--- config.mk ---
export PLATFORM = sky130hd
export DESIGN_NAME = sample_set_median
export DESIGN_NICKNAME = d
export VERILOG_FILES = /design/src/hw/rtl/ssm_pkg.sv /design/src/hw/rtl/ssm_front.sv /design/src/hw/rtl/ssm_queue.sv /design/src/hw/rtl/ssm_back.sv /design/src/hw/rtl/sample_set_median.sv
export SDC_FILE = /design/constraint.sdc
export NUM_CORES = 1
export LEC_CHECK = 0
export BUFFER_PORTS_ARGS = -buffer_cell sky130_fd_sc_hd__buf_2
export CORE_UTILIZATION = 33
export DETAILED_ROUTE_END_ITERATION = 16
export GPL_ROUTABILITY_DRIVEN = 0
export GPL_TIMING_DRIVEN = 0
export HOLD_SLACK_MARGIN = 0.12
export PLACE_DENSITY = 0.53
export SYNTH_ARGS = -nofsm -noshare
export SYNTH_HDL_FRONTEND = slang
export SYNTH_SLANG_ARGS = --single-unit
--- constraint.sdc ---
create_clock -name clk -period 3.8 [get_ports clk]
set_input_delay 0.38 -clock clk [delete_from_list [all_inputs] [get_ports clk]]
set_output_delay 0.38 -clock clk [all_outputs]
set_load 0.01 [all_outputs]
--- src/hw/rtl/ssm_pkg.sv ---
// ----------------------------------------------------------------------------
// ssm_pkg
// Types and constants of the sample set median block.
// ----------------------------------------------------------------------------
`timescale 1ns / 1ps

package ssm_pkg;

  localparam int SAMPLE_W    = 13;
  localparam int COUNT_W     = 4;
  localparam int QUEUE_DEPTH = 2;

  typedef struct packed {
    logic signed [SAMPLE_W-1:0] sample;
    logic                       last;
  } in_t;

  typedef struct packed {
    logic signed [SAMPLE_W-1:0] median;
    logic [COUNT_W-1:0]         count;
    logic                       overflow;
  } out_t;

  // One classified transfer on its way from front to back.
  typedef struct packed {
    logic signed [SAMPLE_W-1:0] sample;
    logic                       last;
    logic                       drop;
  } cmd_t;

  typedef enum logic [1:0] {
    B_RUN,
    B_LO,
    B_HI
  } back_state_t;

endpackage

--- src/hw/rtl/ssm_front.sv ---
// ----------------------------------------------------------------------------
// ssm_front
// Takes input transfers and marks the ones that no longer fit in the set.
// ----------------------------------------------------------------------------
`timescale 1ns / 1ps

module ssm_front import ssm_pkg::*; #(
  parameter int MAX_SAMPLES = 8
) (
  input  logic clk,
  input  logic rst,
  input  logic start,
  input  in_t  item,
  input  logic full,
  output logic push,
  output cmd_t cmd
);

  localparam int CW = $clog2(MAX_SAMPLES + 1);

  logic [CW-1:0] fill;
  logic          at_cap;

  assign push   = start && !full;
  assign at_cap = (fill == CW'(MAX_SAMPLES));

  assign cmd.sample = item.sample;
  assign cmd.last   = item.last;
  assign cmd.drop   = at_cap;

  always_ff @(posedge clk) begin
    if (rst) begin
      fill <= '0;
    end else if (push) begin
      if (item.last) begin
        fill <= '0;
      end else if (!at_cap) begin
        fill <= fill + CW'(1);
      end
    end
  end

endmodule

--- src/hw/rtl/ssm_queue.sv ---
// ----------------------------------------------------------------------------
// ssm_queue
// Short FIFO of classified transfers between front and back.
// ----------------------------------------------------------------------------
`timescale 1ns / 1ps

module ssm_queue import ssm_pkg::*; (
  input  logic clk,
  input  logic rst,
  input  logic push,
  input  cmd_t wr_cmd,
  input  logic pop,
  output logic full,
  output logic valid,
  output cmd_t rd_cmd
);

  localparam int PW = (QUEUE_DEPTH > 1) ? $clog2(QUEUE_DEPTH) : 1;
  localparam int LW = $clog2(QUEUE_DEPTH + 1);

  cmd_t          slot [QUEUE_DEPTH];
  logic [PW-1:0] wr_ptr;
  logic [PW-1:0] rd_ptr;
  logic [LW-1:0] level;
  logic          do_pop;

  assign full   = (level == LW'(QUEUE_DEPTH));
  assign valid  = (level != '0);
  assign rd_cmd = slot[rd_ptr];
  assign do_pop = pop && valid;

  always_ff @(posedge clk) begin
    if (push) begin
      slot[wr_ptr] <= wr_cmd;
    end
  end

  always_ff @(posedge clk) begin
    if (rst) begin
      wr_ptr <= '0;
      rd_ptr <= '0;
      level  <= '0;
    end else begin
      if (push) begin
        wr_ptr <= (wr_ptr == PW'(QUEUE_DEPTH - 1)) ? '0 : wr_ptr + PW'(1);
      end
      if (do_pop) begin
        rd_ptr <= (rd_ptr == PW'(QUEUE_DEPTH - 1)) ? '0 : rd_ptr + PW'(1);
      end
      if (push && !do_pop) begin
        level <= level + LW'(1);
      end else if (do_pop && !push) begin
        level <= level - LW'(1);
      end
    end
  end

endmodule

--- src/hw/rtl/ssm_back.sv ---
// ----------------------------------------------------------------------------
// ssm_back
// Insertion chain that keeps the set sorted, then picks the middle pair.
// ----------------------------------------------------------------------------
`timescale 1ns / 1ps

module ssm_back import ssm_pkg::*; #(
  parameter int MAX_SAMPLES = 8
) (
  input  logic clk,
  input  logic rst,
  input  logic q_valid,
  input  cmd_t q_cmd,
  output logic pop,
  output out_t result,
  output logic done
);

  localparam int CW = $clog2(MAX_SAMPLES + 1);
  localparam int IW = (MAX_SAMPLES > 1) ? $clog2(MAX_SAMPLES) : 1;

  back_state_t                state, state_next;
  logic signed [SAMPLE_W-1:0] chain [MAX_SAMPLES];
  logic signed [SAMPLE_W-1:0] ins_val [MAX_SAMPLES];
  logic [MAX_SAMPLES-1:0]     gt;
  logic [CW-1:0]              cnt;
  logic                       ovf;
  logic signed [SAMPLE_W-1:0] lo;
  logic [CW-1:0]              cnt_m1;
  logic [CW-1:0]              lo_sh;
  logic [CW-1:0]              hi_sh;
  logic [IW-1:0]              lo_idx;
  logic [IW-1:0]              hi_idx;
  logic signed [SAMPLE_W:0]   sum;
  logic signed [SAMPLE_W:0]   adj;
  logic                       insert;

  // next state
  always_comb begin
    state_next = state;
    unique case (state)
      B_RUN: if (q_valid && q_cmd.last) state_next = B_LO;
      B_LO:  state_next = B_HI;
      B_HI:  state_next = B_RUN;
      default: state_next = B_RUN;
    endcase
  end

  // outputs
  always_comb begin
    pop = 1'b0;
    unique case (state)
      B_RUN:   pop = q_valid;
      B_LO:    pop = 1'b0;
      B_HI:    pop = 1'b0;
      default: pop = 1'b0;
    endcase
  end

  assign insert = pop && !q_cmd.drop;

  // Cells above the insertion point shift up by one; the new sample lands
  // at the first stored cell greater than it, or at the end of the set.
  always_comb begin
    for (int i = 0; i < MAX_SAMPLES; i++) begin
      gt[i] = (CW'(i) < cnt) && (chain[i] > q_cmd.sample);
    end
    for (int i = 0; i < MAX_SAMPLES; i++) begin
      if (i > 0 && gt[(i > 0) ? i - 1 : 0]) begin
        ins_val[i] = chain[(i > 0) ? i - 1 : 0];
      end else if (gt[i] || CW'(i) == cnt) begin
        ins_val[i] = q_cmd.sample;
      end else begin
        ins_val[i] = chain[i];
      end
    end
  end

  // (n-1)/2 and n/2: the same cell for odd n, the middle pair for even n
  assign cnt_m1 = cnt - CW'(1);
  assign lo_sh  = cnt_m1 >> 1;
  assign hi_sh  = cnt >> 1;
  assign lo_idx = lo_sh[IW-1:0];
  assign hi_idx = hi_sh[IW-1:0];

  // halve with truncation toward zero
  assign sum = $signed({lo[SAMPLE_W-1], lo}) +
               $signed({chain[hi_idx][SAMPLE_W-1], chain[hi_idx]});
  assign adj = sum + $signed({{SAMPLE_W{1'b0}}, sum[SAMPLE_W]});

  always_ff @(posedge clk) begin
    if (insert) begin
      for (int i = 0; i < MAX_SAMPLES; i++) begin
        chain[i] <= ins_val[i];
      end
    end
    if (state == B_LO) begin
      lo <= chain[lo_idx];
    end
    if (state == B_HI) begin
      result.median   <= adj[SAMPLE_W:1];
      result.count    <= COUNT_W'(cnt);
      result.overflow <= ovf;
    end
  end

  always_ff @(posedge clk) begin
    if (rst) begin
      state <= B_RUN;
      cnt   <= '0;
      ovf   <= 1'b0;
      done  <= 1'b0;
    end else begin
      state <= state_next;
      done  <= (state == B_HI);
      if (state == B_HI) begin
        cnt <= '0;
        ovf <= 1'b0;
      end else if (pop) begin
        if (q_cmd.drop) begin
          ovf <= 1'b1;
        end else begin
          cnt <= cnt + CW'(1);
        end
      end
    end
  end

endmodule

--- src/hw/rtl/sample_set_median.sv ---
// ----------------------------------------------------------------------------
// sample_set_median
// Median of a set of signed samples closed by a transfer marked last.
//
//   channel   signals                  transfer when
//   input     start, busy, item        start && !busy at rising clk
//   result    done, result             done high, one cycle, no stall
//
// A sample passes through the queue and is inserted into a sorted register
// chain, one per cycle while the back end is in B_RUN. After a transfer
// marked last the back end passes through B_LO, where the lower middle cell
// is latched, and B_HI, where the upper one is added and the halved sum is
// registered together with done. busy rises when the two-entry queue is
// full; the back end pops nothing in B_LO and B_HI.
// rst (synchronous) empties the queue and the set; no clearing pass.
// ----------------------------------------------------------------------------
`timescale 1ns / 1ps

module sample_set_median import ssm_pkg::*; #(
  parameter int MAX_SAMPLES = 8
) (
  input  logic clk,
  input  logic rst,
  input  logic start,
  output logic busy,
  input  in_t  item,
  output logic done,
  output out_t result
);

  logic push;
  logic pop;
  logic q_valid;
  cmd_t f_cmd;
  cmd_t q_cmd;

  ssm_front #(.MAX_SAMPLES(MAX_SAMPLES)) u_front (
    .clk   (clk),
    .rst   (rst),
    .start (start),
    .item  (item),
    .full  (busy),
    .push  (push),
    .cmd   (f_cmd)
  );

  ssm_queue u_queue (
    .clk    (clk),
    .rst    (rst),
    .push   (push),
    .wr_cmd (f_cmd),
    .pop    (pop),
    .full   (busy),
    .valid  (q_valid),
    .rd_cmd (q_cmd)
  );

  ssm_back #(.MAX_SAMPLES(MAX_SAMPLES)) u_back (
    .clk     (clk),
    .rst     (rst),
    .q_valid (q_valid),
    .q_cmd   (q_cmd),
    .pop     (pop),
    .result  (result),
    .done    (done)
  );

endmodule

### Word-level counts from Yosys, hierarchy flattened

Memory sizes are Yosys's and may differ from the RTL's. A register that Yosys moved wholly into a read port is not among the register bits.
Index checks and enable logic that the tools add are counted.

| word-level totals | value |
|---|---|
| flip-flop bits (word level) | 34 |
| memory bits (writable) | 134 |
| input bits | 17 |
| logic and storage cells | 118 |
| memories | 2 |

Memories:

| name | words | bits a word | read ports | clocked after memory_dff | write ports | line | source |
|---|---|---|---|---|---|---|---|
| u_back.chain | 8 | 13 | 10 | 2 | 8 | ssm_back.sv:23 | `logic signed [SAMPLE_W-1:0] chain [MAX_SAMPLES];` |
| u_queue.slot | 2 | 15 | 1 | 1 | 1 | ssm_queue.sv:21 | `cmd_t slot [QUEUE_DEPTH];` |

| operators by class | value |
|---|---|
| add/sub/neg operators | 9 |
| order comparisons | 16 |
| eq/ne operators | 13 |
| muxes and demuxes | 32 |
| bitwise logic cells | 1 |
| reduce and logical (&&, ||, !) cells | 34 |

Operators by type and width:

| operator | count |
|---|---|
| 13-bit two-way mux | 15 |
| 13-bit > comparator | 8 |
| 3-bit by 4-bit equality test with 1-bit output, first input constant | 4 |
| 3-bit by 4-bit less-than comparator with 1-bit output, first input constant | 4 |
| 13-bit by 13-bit adder with 14-bit output | 1 |
| 14-bit by 2-bit adder with 14-bit output | 1 |
| 1-bit logical AND | 14 |
| 1-bit two-way mux | 9 |
| 4-bit by 1-bit adder with 4-bit output, second input constant | 2 |
| 2-bit by 4-bit equality test with 1-bit output, first input constant | 2 |
| 1-bit logical OR | 8 |
| 1-bit by 4-bit less-than comparator with 1-bit output, first input constant | 2 |
| 2-bit by 4-bit less-than comparator with 1-bit output, first input constant | 2 |
| 4-bit two-way mux | 2 |
| 2-bit two-way mux | 3 |
| 3-bit two-way mux | 2 |
| 2-bit AND reduction | 3 |
| 1-bit by 4-bit equality test with 1-bit output, first input constant | 1 |
| 2-bit equality test, second input constant | 2 |
| 4-bit equality test, second input constant | 1 |
| 1-bit zero test | 4 |
| 4-bit zero test | 1 |
| 2-bit one-hot mux with 2 select lines | 1 |
| 2-bit nonzero test | 2 |
| other kinds (10) | 11 |

### Logic depth before layout (Yosys ltp)

Gate-level depths: netlist of run 1.

| depth | value |
|---|---|
| depth in word-level cells | 7 |
| gate-level depth with buffers | 15 |
| depth with buffers taken out | 13 |

### Cells and area by module

Synthesis of run 1 repeated with hierarchy kept, for this count alone.

| second synthesis, totals | value |
|---|---|
| cell total of the unflattened synthesis | 935 |
| area, all modules | 12,264.3 um^2 |

By module, submodules not included:

| module | instances | cells an instance | area an instance (um^2) | sequential area each (um^2) |
|---|---|---|---|---|
| ssm_back | 1 | 823 | 10,613.9 | 4,274.1 |
| ssm_queue | 1 | 69 | 1,293.7 | 1,001.0 |
| ssm_front | 1 | 43 | 356.6 | 80.1 |

### Worst setup path after synthesis of run 1

No wires, ideal clock.

| path | value |
|---|---|
| kind | reg2reg |
| from | register with a tool-made name |
| to | memory u_back.chain[4][0] (enable) |
| library setup time | 0.391 ns |
| data arrival time | 3.818 ns |
| path slack | -0.409 ns |
| cell stages (with the launch flop) | 15 |
| path through | dfxtp_1 -> clkbuf_1 -> buf_2 -> mux2_2 -> inv_1 -> ha_1 -> and4_1 -> and2_1 -> a221oi_1 -> o21ai_1 -> mux2i_1 -> or3_1 -> buf_6 -> buf_12 -> a31oi_1 |

RTL lines:

| element | line |
|---|---|
| to (decl) | ssm_back.sv:23 |

==> impl_results.md, run 1 <==
- Max_cap viols: 0
- Post-DRT Antenna Nets: 0
- Syn-to-layout area delta: 20.3%
- Design Area, Final: 14,600 µm²
- CP required: 3.99 ns
- F_max: 268 MHz
- RSZ-0062 raised after global routing: yes
- Initial antenna violation count: 0
- CP max FO: 5
- CTS Buf Count: 17
- Startpoint Class: register
- Fin. Hold Viols: 0
- Placed Instance Area: 12,900 µm²
- Wire per inst: ~20 µm
- Synth area leader: edfxtp_1
- Relative slew slack: 0.117
- Diode count: 0
- Post-synth EDFFs: 165
- Max VDD drop: 340 µV
- Status: complete, but fails checks
- Post-synth top area share: 0.409
- Tightest Pin Transition: about 1.3 ns
- Worst Hold Class: in -> reg
- Ys Warns: 0
- Synth Flop Type: edfxtp_1
- TritonCTS clock tree: yes
- Nets: 1,204
- Flops & latches, synth: around 190
- FILL cells: 3,344
- Final setup fails: 0
- Failing checks: design-rule violations
- Post-Syn Instances: 936
- Boundary Pins: 37
- Yosys cell types: 59
- Worst setup EP type: register
- Via count: 8,202
- P_leak: around 5.5 nW
- Fin. max-slew vios: 0
- Avg Cell Area, Syn: 12.9 µm²
- # clock sinks: 185
- Fin Setup TNS: 0 ns
- Vias in the first global route: 8,315
- Placeable Area: 35,800 µm²
- Largest net degree at the start of global routing: 20
- Power per cell area: between 600 and 700 nW/µm²
- Tcrit/Tclk final: 0.981
- Clock Tree Root: clkbuf_16
- Max clock buf depth: 2
- Total congestion overflow: 0
- Synth Net Count: 1,081
- Minimum clock period: 3.73 ns
- DRT Wirelength: 31.1 mm
- H-tree depth: 4
- Non-filler cells in the finished layout: 1,533
- Share of layout cells above drive strength 1: 0.352
- Crit path kind: reg -> reg
- Die area: 37,400 µm²
- Synth area leaders: edfxtp_1 (41%), ha_1 (13%), mux2_2 (10%), mux4_2 (9.7%), dfxtp_1 (3.3%)
- Clock transition at path regs: ~0.080 ns
- Drt drc: 5
- Syn Std Cell Area: 12,100 µm²
- Worst-Skew Late Latency: 0.46 ns
- Die Y: roughly 190 µm
- Drt pass-1 iters: 13
- First-pass GRT wire length: 48.2 mm
- Leading cell types by count after synthesis: edfxtp_1 (165), ha_1 (127), mux2_2 (109)
- Vias per inst: 5.35
- Post-Place Cells: 1,434
- Most frequent cell after synthesis: edfxtp_1
- Die width: around 190 µm
- Worst clock skew: 0.0179 ns
- Initial core utilization: 0.338
- Overall routing resource usage: 0.171
- CP arrival: approximately 3.9 ns
- Register area share after synthesis: 0.443
- Buffers on Ports: 36
- Share of flip-flops with an asynchronous set or reset: 0
- DP HPWL: around 24 mm
- FP Rows: 69
- Iter 0 DRT Violations: ~600
[through the flow]
step	setup WS (ns)	utilization	total power, mW	hold WS (ns)
3_5_place_dp	-1.14	0.361	7.45	0.423
2_1_floorplan	0.0288	-	6.25	0.409
4_1_cts	0.0000990	0.399	9.84	0.180
3_3_place_gp	-1.12	0.360	7.36	0.417
5_1_grt	-0.0819	0.406	10.8	0.188
6_report	0.0738	0.406	10.1	0.199
[critical path, cell delays in order (launching register included)]
cell and delay, ns:
dfxtp_2 0.34, clkbuf_16 0.15, buf_12 0.11, buf_12 0.12
mux4_2 0.56, o21ai_2 0.15, ha_2 0.20, inv_2 0.04
fa_2 0.34, nand2b_4 0.16, a21o_4 0.23, mux2_4 0.31
a2111oi_4 0.28, nor4b_4 0.11, and4_4 0.20, xor2_1 0.14
[kinds of logic (layout without fill, tap and decap cells)]
kind of cell,count (synthesis),in the layout,synth area share
AO/OA/AOI/OAI,165,165,0.0881
multiplexers,174,174,0.213
buffers and inverters,75,211,0.0281
AND/OR/NAND/NOR,183,183,0.0768
flip-flops,185,185,0.443
XOR/XNOR,26,26,0.0188
adder cells (fa/ha/maj),128,128,0.133
[what timing repair did]
item / 4_1_cts / 5_1_grt
resized for setup: 71 / 22
cloned: 0 / 0
buffers inserted: 33 / 22
hold endpoints to repair: 28 / 0
hold buffers: 14 / 0
pin swaps: 16 / 7
setup endpoints to repair: 208 / 97
[routing by layer]
layer,part of all wire,global-route usage,up-vias
li1,-,-,3903
met1,0.46,0.229,4069
met2,0.48,0.282,201
met3,0.048,0.0268,29
met4,0.019,0.0572,0
met5,0,0,-
[final timing paths]
check | startpoint | cells past startpoint | to | slack, ns
worst max-delay path | register | 15 | u_back.result[15]$_DFFE_PP_ | 0.07
worst min-delay path | item[0] | 1 | u_queue.slot[0][1]$_DFFE_PP_ | 0.20
worst max register to register | register | 15 | u_back.result[15]$_DFFE_PP_ | 0.07
worst min register to register | u_back.cnt[3]$_SDFFE_PP0P_ | 0 | u_back.result[4]$_DFFE_PP_ | 0.44
[where the power goes]
group | leakage, nW | internal, mW | switching, mW
sequential | 1.67 | 2.75 | 0.225
clock | 0.284 | 0.884 | 0.914
combinational | 3.53 | 2.52 | 2.76
[layout make-up]
| cell class | instances | area, µm² | area share |
|---|---|---|---|
| plain buffers | 26 | 228 | 0.0156 |
| clock inverters | 13 | 156 | 0.0107 |
| repair buffers | 107 | 852 | 0.0585 |
| clock buffers | 19 | 433 | 0.0297 |
| well taps | 461 | 577 | 0.0396 |
| flip-flops and latches | 185 | 5360 | 0.368 |
| inverters | 46 | 210 | 0.0144 |
| multi-input cells | 676 | 6740 | 0.463 |
[layout by cell type, fill, tap and decap left out, types with 26 or more instances in the layout]
master,synthesis,routed
edfxtp_1,165,165
buf_4,3,51
mux2_2,109,101
nand2_1,33,33
ha_1,127,119
a21o_1,27,26
buf_2,7,39
nor2_1,58,57
a21oi_1,61,53
inv_1,46,35
mux4_2,52,52
[registers in the layout, indices dropped and copies added (netlist names), named ones only]
signal and flops:
u_queue.level 2, u_back.ovf 1, u_front.fill 4, u_back.result 18
u_back.cnt 4, u_back.done 1, u_queue.wr_ptr 1, u_back.state 2
u_queue.slot 30, u_back.lo 13, u_back.chain 104, u_queue.rd_ptr 1
Power figures use the tool's default switching activity.
==> run 2, diff against run 1 <==
--- a/config.mk
+++ b/config.mk
@@ -12,6 +12,7 @@
 export GPL_TIMING_DRIVEN = 0
 export HOLD_SLACK_MARGIN = 0.12
 export PLACE_DENSITY = 0.53
+export RECOVER_POWER = 50
 export SYNTH_ARGS = -nofsm -noshare
 export SYNTH_HDL_FRONTEND = slang
 export SYNTH_SLANG_ARGS = --single-unit
==> impl_results.md, run 2 (synthesis results as in run 1) <==
- Fin. Hold Viols: 0
- Die Y: roughly 190 µm
- Fin Setup TNS: 0 ns
- Drt drc: 5
- First-pass GRT wire length: 48.2 mm
- Iter 0 DRT Violations: 556
- Syn-to-layout area delta: 19.9%
- Biggest register: u_back.chain
- Clock transition at path regs: roughly 0.080 ns
- Final setup fails: 0
- CP max FO: 5
- FILL cells: 3,354
- Tightest Pin Transition: ~1.4 ns
- Initial core utilization: 0.338
- Worst clock skew: 0.0178 ns
- Initial antenna violation count: 0
- Met3 usage: 0.0268
- Share of layout cells above drive strength 1: 0.319
- Status: complete, but fails checks
- Clock Tree Root: clkbuf_16
- Wire per inst: 20.2 µm
- Boundary Pins: 37
- CP arrival: roughly 3.9 ns
- Total power: between 10 and 15 mW
- Failing checks: design-rule violations
- CP required: between 3 and 4 ns
- Die area: 37,400 µm²
- H-tree depth: 4
- Met2 usage: 0.282
- Startpoint Class: register
- Worst Hold Class: in -> reg
- Largest net degree at the start of global routing: 20
- Max clock buf depth: 2
- Tcrit/Tclk final: 0.979
- F_max: about 270 MHz
- DP HPWL: 23.9 mm
- Commonest non-fill, non-tap cell in the layout: edfxtp_1
- Worst-Skew Late Latency: roughly 0.46 ns
- GRT busiest layer: met2
- Nets: about 1,200
- Regs by FF count: u_back.chain (104), u_queue.slot (30), u_back.result (18)
- TritonCTS clock tree: yes
- Via count: 8,205
- Fin. max-slew vios: 0
- Post-DRT Antenna Nets: 0
- Non-filler cells in the finished layout: 1,533
- DRT Wirelength: 31.0 mm
- FP Rows: 69
- Max reg flops: 104
- Max_cap viols: 0
- Crit path kind: reg -> reg
- Buffers on Ports: 36
- Grt met1 use: 0.229
- Power per cell area: 692 nW/µm²
- CTS Buf Count: 17
- Overall routing resource usage: 0.171
- Hold WS: 0.280 ns
- Minimum clock period: 3.72 ns
- Drt pass-1 iters: 11
- RSZ-0062 raised after global routing: yes
- Die width: 193 µm
- Most frequent cells in the layout: edfxtp_1 (165), ha_1 (119), mux2_2 (95)
- Vias in the first global route: 8,315
- Diode count: 0
- Post-Place Cells: 1,434
- Worst setup EP type: register
- # clock sinks: 185
- Relative slew slack: 0.0343
- Max VDD drop: between 300 and 400 µV
- P_leak: around 5.4 nW
- Vias per inst: 5.35
- Total congestion overflow: 0
- Placeable Area: around 36,000 µm²
run 2: path summary, 6_finish.rpt:
check,from,cells after the start,slack (ns),endpoint
max,register,15,0.08,u_back.result[15]$_DFFE_PP_
min,item[0],1,0.28,u_queue.slot[0][1]$_DFFE_PP_
max reg2reg,register,15,0.08,u_back.result[15]$_DFFE_PP_
min reg2reg,u_back.cnt[3]$_SDFFE_PP0P_,0,0.44,u_back.result[4]$_DFFE_PP_
run 2: critical path, cell delays in order, from the launching register on:
cell and delay (ns):
dfxtp_2 0.34, clkbuf_16 0.15, buf_12 0.11, buf_12 0.12
mux4_2 0.56, o21ai_2 0.15, ha_2 0.20, inv_2 0.04
fa_2 0.34, nand2b_4 0.16, a21o_4 0.23, mux2_4 0.31
a2111oi_4 0.28, nor4b_4 0.10, and4_4 0.20, xor2_1 0.14
run 2: final cells by class:
class                   instances  area (µm²)  share of cell area
multi-input cells             676        6730               0.464
clock buffers                  19         433              0.0298
clock inverters                13         156              0.0108
repair buffers                107         817              0.0563
flip-flops and latches        185        5360               0.369
inverters                      46         210              0.0145
plain buffers                  26         228              0.0157
well taps                     461         577              0.0397
run 2: repair_timing:
| item | in CTS | in global routing |
|---|---|---|
| endpoints found under the hold margin | 28 | 0 |
| setup endpoints to repair | 208 | 97 |
| hold buffers | 14 | 0 |
| gates resized for setup | 71 | 22 |
| setup buffers | 33 | 22 |
| pin swaps | 16 | 7 |
run 2: per-layer routing:
metal / vias up / part of all wire / wire length, µm
met5: - / 0 / 0
met4: 0 / 0.020 / 608
met3: 31 / 0.051 / 1590
met2: 223 / 0.48 / 14700
met1: 4051 / 0.45 / 14100
li1: 3900 / - / -
run 2: metrics by stage:
step | instance area (µm²) | worst slack [ns] | util
finish | 14500 | 0.0798 | 0.405
global placement | 12900 | -1.12 | 0.360
CTS | 14300 | 0.0000990 | 0.399
global route | 14500 | -0.0917 | 0.405
detailed placement | 12900 | -1.14 | 0.361
floorplan | 12200 | 0.0288 | -
run 2: power by group:
part | switching (mW) | internal, mW | total (mW)
sequential | 0.225 | 2.76 | 2.98
combinational | 2.76 | 2.51 | 5.26
clock | 0.911 | 0.884 | 1.79
